**config.mk**
```make
export PLATFORM = sky130hd
export DESIGN_NAME = roi_ctrl
export DESIGN_NICKNAME = d
export VERILOG_FILES = /design/src/rtl/roi_pkg.sv /design/src/rtl/roi_ctrl.sv
export SDC_FILE = /design/constraint.sdc
export NUM_CORES = 1
export LEC_CHECK = 0
export BUFFER_PORTS_ARGS = -buffer_cell sky130_fd_sc_hd__buf_2
export CORE_UTILIZATION = 40
export DETAILED_ROUTE_END_ITERATION = 6
export PLACE_DENSITY = 0.68
export SYNTH_ARGS = -nofsm -noshare
export SYNTH_HDL_FRONTEND = slang
export SYNTH_SLANG_ARGS = --single-unit
```
**constraint.sdc**
```tcl
create_clock -name aclk -period 2.2 [get_ports aclk]
set_clock_uncertainty 0.05 [all_clocks]
set_input_delay 0.22 -clock aclk [delete_from_list [all_inputs] [get_ports aclk]]
set_output_delay 0.22 -clock aclk [all_outputs]
set_load 0.02 [all_outputs]
```
**src/rtl/roi_pkg.sv**
```systemverilog
// Package for the ray / oriented box slab intersection unit.
// Shared widths, constants and controller/datapath command and status types.
// No dependencies.
`default_nettype none
package roi_pkg;
    localparam int unsigned CoordW   = 32;
    localparam int unsigned DistW    = 33;
    localparam int unsigned NumW     = 50;
    localparam int unsigned QuotW    = NumW + 16;
    localparam int unsigned CfgIdxW  = 3;
    localparam int unsigned NumRegs  = 6;

    localparam logic [DistW-1:0] FarQ    = 33'd6553600000;
    localparam logic [DistW:0]   FarQ1   = 34'd6553600001;
    localparam logic [NumW-1:0]  FMin    = NumW'(66);
    localparam logic [CoordW-1:0] DirZReset = 32'd65536;

    localparam logic [CfgIdxW-1:0] RegOrgX = 3'd0;
    localparam logic [CfgIdxW-1:0] RegOrgY = 3'd1;
    localparam logic [CfgIdxW-1:0] RegOrgZ = 3'd2;
    localparam logic [CfgIdxW-1:0] RegDirX = 3'd3;
    localparam logic [CfgIdxW-1:0] RegDirY = 3'd4;
    localparam logic [CfgIdxW-1:0] RegDirZ = 3'd5;

    typedef struct packed {
        logic load;      // capture input item
        logic mac;       // accumulate one dot-product term
        logic div_start; // start a division
        logic div_sel;   // 0: low plane, 1: high plane
        logic div_step;  // one restoring step
        logic div_store; // store quotient
        logic update;    // narrow interval
        logic emit;      // load output register
    } roi_cmd_t;

    typedef struct packed {
        logic f_big;
        logic last;
        logic missed;
    } roi_sts_t;
endpackage
`default_nettype wire

```
**src/rtl/roi_ctrl.sv**
```systemverilog
// Controller state machine of the slab intersection unit.
// Sequences dot products, the two divisions when |f| is large enough, and the interval update. Uses roi_pkg.
`default_nettype none
module roi_ctrl import roi_pkg::*; (
    input  wire logic     aclk,
    input  wire logic     aresetn,
    input  wire logic     s_valid,
    output logic          s_ready,
    output logic          m_valid,
    input  wire logic     m_ready,
    input  wire roi_sts_t sts,
    output roi_cmd_t      cmd
);
    typedef enum logic [2:0] {
        ST_IDLE, ST_MAC, ST_DECIDE, ST_DIV, ST_UPDATE, ST_FINISH
    } state_t;

    localparam int unsigned CntW = $clog2(QuotW + 1);

    state_t          state_reg, state_next;
    logic [CntW-1:0] cnt_reg, cnt_next;
    logic            sel_reg, sel_next;
    logic            mval_reg, mval_next;

    assign s_ready = (state_reg == ST_IDLE);
    assign m_valid = mval_reg;

    always_comb begin
        state_next = state_reg;
        cnt_next   = cnt_reg;
        sel_next   = sel_reg;
        mval_next  = mval_reg && !m_ready;
        cmd        = '0;
        cmd.div_sel = sel_reg;
        case (state_reg)
            ST_IDLE: begin
                if (s_valid && s_ready) begin
                    cmd.load   = 1'b1;
                    cnt_next   = '0;
                    state_next = ST_MAC;
                end
            end
            ST_MAC: begin
                cmd.mac  = 1'b1;
                cnt_next = cnt_reg + 1'b1;
                if (cnt_reg == CntW'(2)) begin
                    state_next = ST_DECIDE;
                end
            end
            ST_DECIDE: begin
                if (sts.missed || !sts.f_big) begin
                    state_next = ST_UPDATE;
                end else begin
                    cmd.div_start = 1'b1;
                    cmd.div_sel   = 1'b0;
                    sel_next      = 1'b0;
                    cnt_next      = '0;
                    state_next    = ST_DIV;
                end
            end
            ST_DIV: begin
                cmd.div_step = 1'b1;
                cnt_next     = cnt_reg + 1'b1;
                if (cnt_reg == CntW'(QuotW - 1)) begin
                    cmd.div_store = 1'b1;
                    if (sel_reg) begin
                        state_next = ST_UPDATE;
                    end else begin
                        sel_next = 1'b1;
                        cnt_next = '0;
                        state_next = ST_FINISH;
                    end
                end
            end
            ST_FINISH: begin
                cmd.div_start = 1'b1;
                cmd.div_sel   = 1'b1;
                state_next    = ST_DIV;
            end
            ST_UPDATE: begin
                // a last slab waits while the output register is still held
                if (!(sts.last && mval_reg && !m_ready)) begin
                    cmd.update = 1'b1;
                    if (sts.last) begin
                        cmd.emit  = 1'b1;
                        mval_next = 1'b1;
                    end
                    state_next = ST_IDLE;
                end
            end
            default: state_next = ST_IDLE;
        endcase
    end

    always_ff @(posedge aclk) begin
        if (!aresetn) begin
            state_reg <= ST_IDLE;
            cnt_reg   <= '0;
            sel_reg   <= 1'b0;
            mval_reg  <= 1'b0;
        end else begin
            state_reg <= state_next;
            cnt_reg   <= cnt_next;
            sel_reg   <= sel_next;
            mval_reg  <= mval_next;
        end
    end
endmodule
`default_nettype wire

```
==> results.toml <==
[global_route]
track_usage = 0.164
first_pass_grt_wire_length_mm = 2.57
initial_antenna_violation_count = 0
grt.overflow.total = 0
first_global_vias = 616
largest_net_degree_at_the_start_of_global_routing = 21

[synthesis]
post_synth.cell_area_avg_um2 = 8.69
cell_variety_after_synth = 38
synth_ff_type = "dfxtp_1"
syn-num-nets = 106
netlist.top_cell.by_area = "dfxtp_1"
ys_async_sr_fraction = 0
synthesis.area_um2 = 835
synth_area_leaders = "dfxtp_1 (29%), ha_1 (4.5%), and4b_1 (3.6%), nor2_1 (3.6%), o21a_1 (3.6%)"
synth_largest_type_area_fraction = 0.288
synth.ff_latch_count = 12
syn-instance-count = 96
synth.yosys.warnings = 0
synth.yosys.seq_area_share = 0.288
edff_count_synth = 0

[clock_network]
clk-insertion-delay-late_ps = 280
clock-sinks = 12
cts_setup_buffers = 0
cts.hold.buffers_added = 0
worst_setup_hold_path_clk_slew_ps = 80
clock_tree_buf_depth = 2
total_clock_buffers_created_by_cts = 3
tritoncts = "yes"
post_cts_resize_count = 0
cts_root_buf = "clkbuf_4"
cts.htree.levels = 1

[die]
placeableCoreArea_um2 = 1960
fp.dieArea_um2 = 2270
die_h_um = 47.7
die_w_um = 47.7
ioPinCount = 17
initial_utilization = 0.425
placement_rows = 16

[placed_design]
place.detailed.instances = 134
portBuffers = 16
hpwl_mm = 1.27
gp_routability_congestion = 0.793

[critical_path]
reg2reg_depth = 4
crit_start = "state_reg[2]"
worst-endpoint-arrival_ps = 1670
timing.setup.critical_path_class = "flip-flop to output port"
critPathLaunchType = "flip-flop"
cp_data_required_time_ps = 1930
endpoint_kind = "output port"
timing.rr.end = "cnt_reg[6]"
setup.worst_path.end = "cmd[0]"
ff2ff_setup_slack_ps = 510
critical_path.reg2reg.startpoint = "state_reg[1]"
maximum_fanout_encountered_on_the_critical_timing_path = 15

[timing]
tightest_slew_ps = 600
hold_viol_final = 0
setup_viol_count_final = 0
slew_headroom = 0.599
period_share = 0.882
finalWorstPathRequiredPeriod_ps = 1940
rsz0062_at_grt = "false"
timing_max_transition_violations_final = 0
fmax_ghz = 0.515
setup-tns-final_ps = 0

[drt]
drtPass1Iterations = 4
dr.first_iter.drc_count = 17
avgRoutedWirePerCell_um = 11.9
route.detailed.vias_per_inst = 5.29
drc = 0
totalWireLength_mm = 1.65
routed-via-count = 730
ant_nets = 0

[finish]
final_cell_mix = "buf_2 (16), dfxtp_1 (12), nor2_1 (8)"
flip_flop_count_of_the_largest_register_all_copies_and_words_added = 7
layout.cells.most_common = "buf_2"
drive_above_1_share = 0.252
final-instance-count-excl-fill = 138
layout.nets = 122
antenna_cells = 0
filler_cell_count = 206
area.sequential_um2 = 240
multi_input_area_um2 = 549
areaGrowthSynthToFinish_pct = 14.4

[power_and_ir_drop]
worst_ir_drop_vdd_uv = 328
power.static_leakage_nw = 0.423
cellPowerDensity_nw_per_um2 = 853

[flow_run]
cap_violations = 0

[status]
status = "completed"

[min_path]
min_path_type = "input port to flip-flop"
-- worst max-delay path, stage by stage (launching register included) --
cell and delay [ps]:
dfxtp_1 630, nor3b_1 380, nand2_1 120, nor2_1 90, buf_2 160
-- routing by layer --
layer  vias up  wire length (um)  track usage
li1        376                 -            -
met1       335               856        0.228
met2        14               689        0.222
met3         5                57       0.0377
met4         0                42        0.111
met5         -                 0            0
-- final cells by class --
class / count / area share
clock buffers: 4 / 0.0380
inverters: 4 / 0.0157
multi-input cells: 75 / 0.575
flip-flops and latches: 12 / 0.252
well taps: 27 / 0.0354
repair buffers: 16 / 0.0839
-- worst min path at each step --
stage                 start  slack (ps)       to  cells past startpoint
finish              m_ready         170  m_valid                      3
global route        aresetn         180  sel_reg                      2
CTS                 m_ready         170  m_valid                      3
detailed placement  m_valid         440  m_valid                      2
global placement    m_valid         420  m_valid                      2
floorplan           aresetn         300  sel_reg                      1
-- cell families (layout without fill, tap and decap cells) --
group                      after synthesis  count (layout)  share of synthesized area
xor gates and xnor gates                 3               3                     0.0315
and+or+nand+nor                         41              41                      0.307
adders and majority gates                3               3                     0.0450
buffers and inverters                    9              24                     0.0540
DFF                                     12              12                      0.288
AOI/OAI and AO/OA                       28              28                      0.274
-- through the flow --
stage	setup slack, ps	area [um2]	hold slack [ps]	total power, W	utilization
after floorplan	437	835	298	0.000570	-
after global placement	595	918	422	0.000629	0.468
after detailed placement	551	918	441	0.000638	0.468
after CTS	250	955	169	0.000819	0.487
after global routing	86.4	955	176	0.000879	0.487
final	260	955	168	0.000814	0.487
-- synth_stat cells (4+ instances only) --
cell / n
dfxtp_1: 12
nand2b_1: 4
inv_1: 4
o21a_1: 4
nand2_1: 6
nor2_1: 8
a21oi_1: 4
nor3_1: 5
-- power breakdown --
part / switching [W] / internal (W) / total, W
sequential: 0.0000732 / 0.000245 / 0.000318
clock: 0.0000812 / 0.000101 / 0.000182
combinational: 0.000177 / 0.000137 / 0.000314
Note: power is estimated with default switching activity, not from simulation.
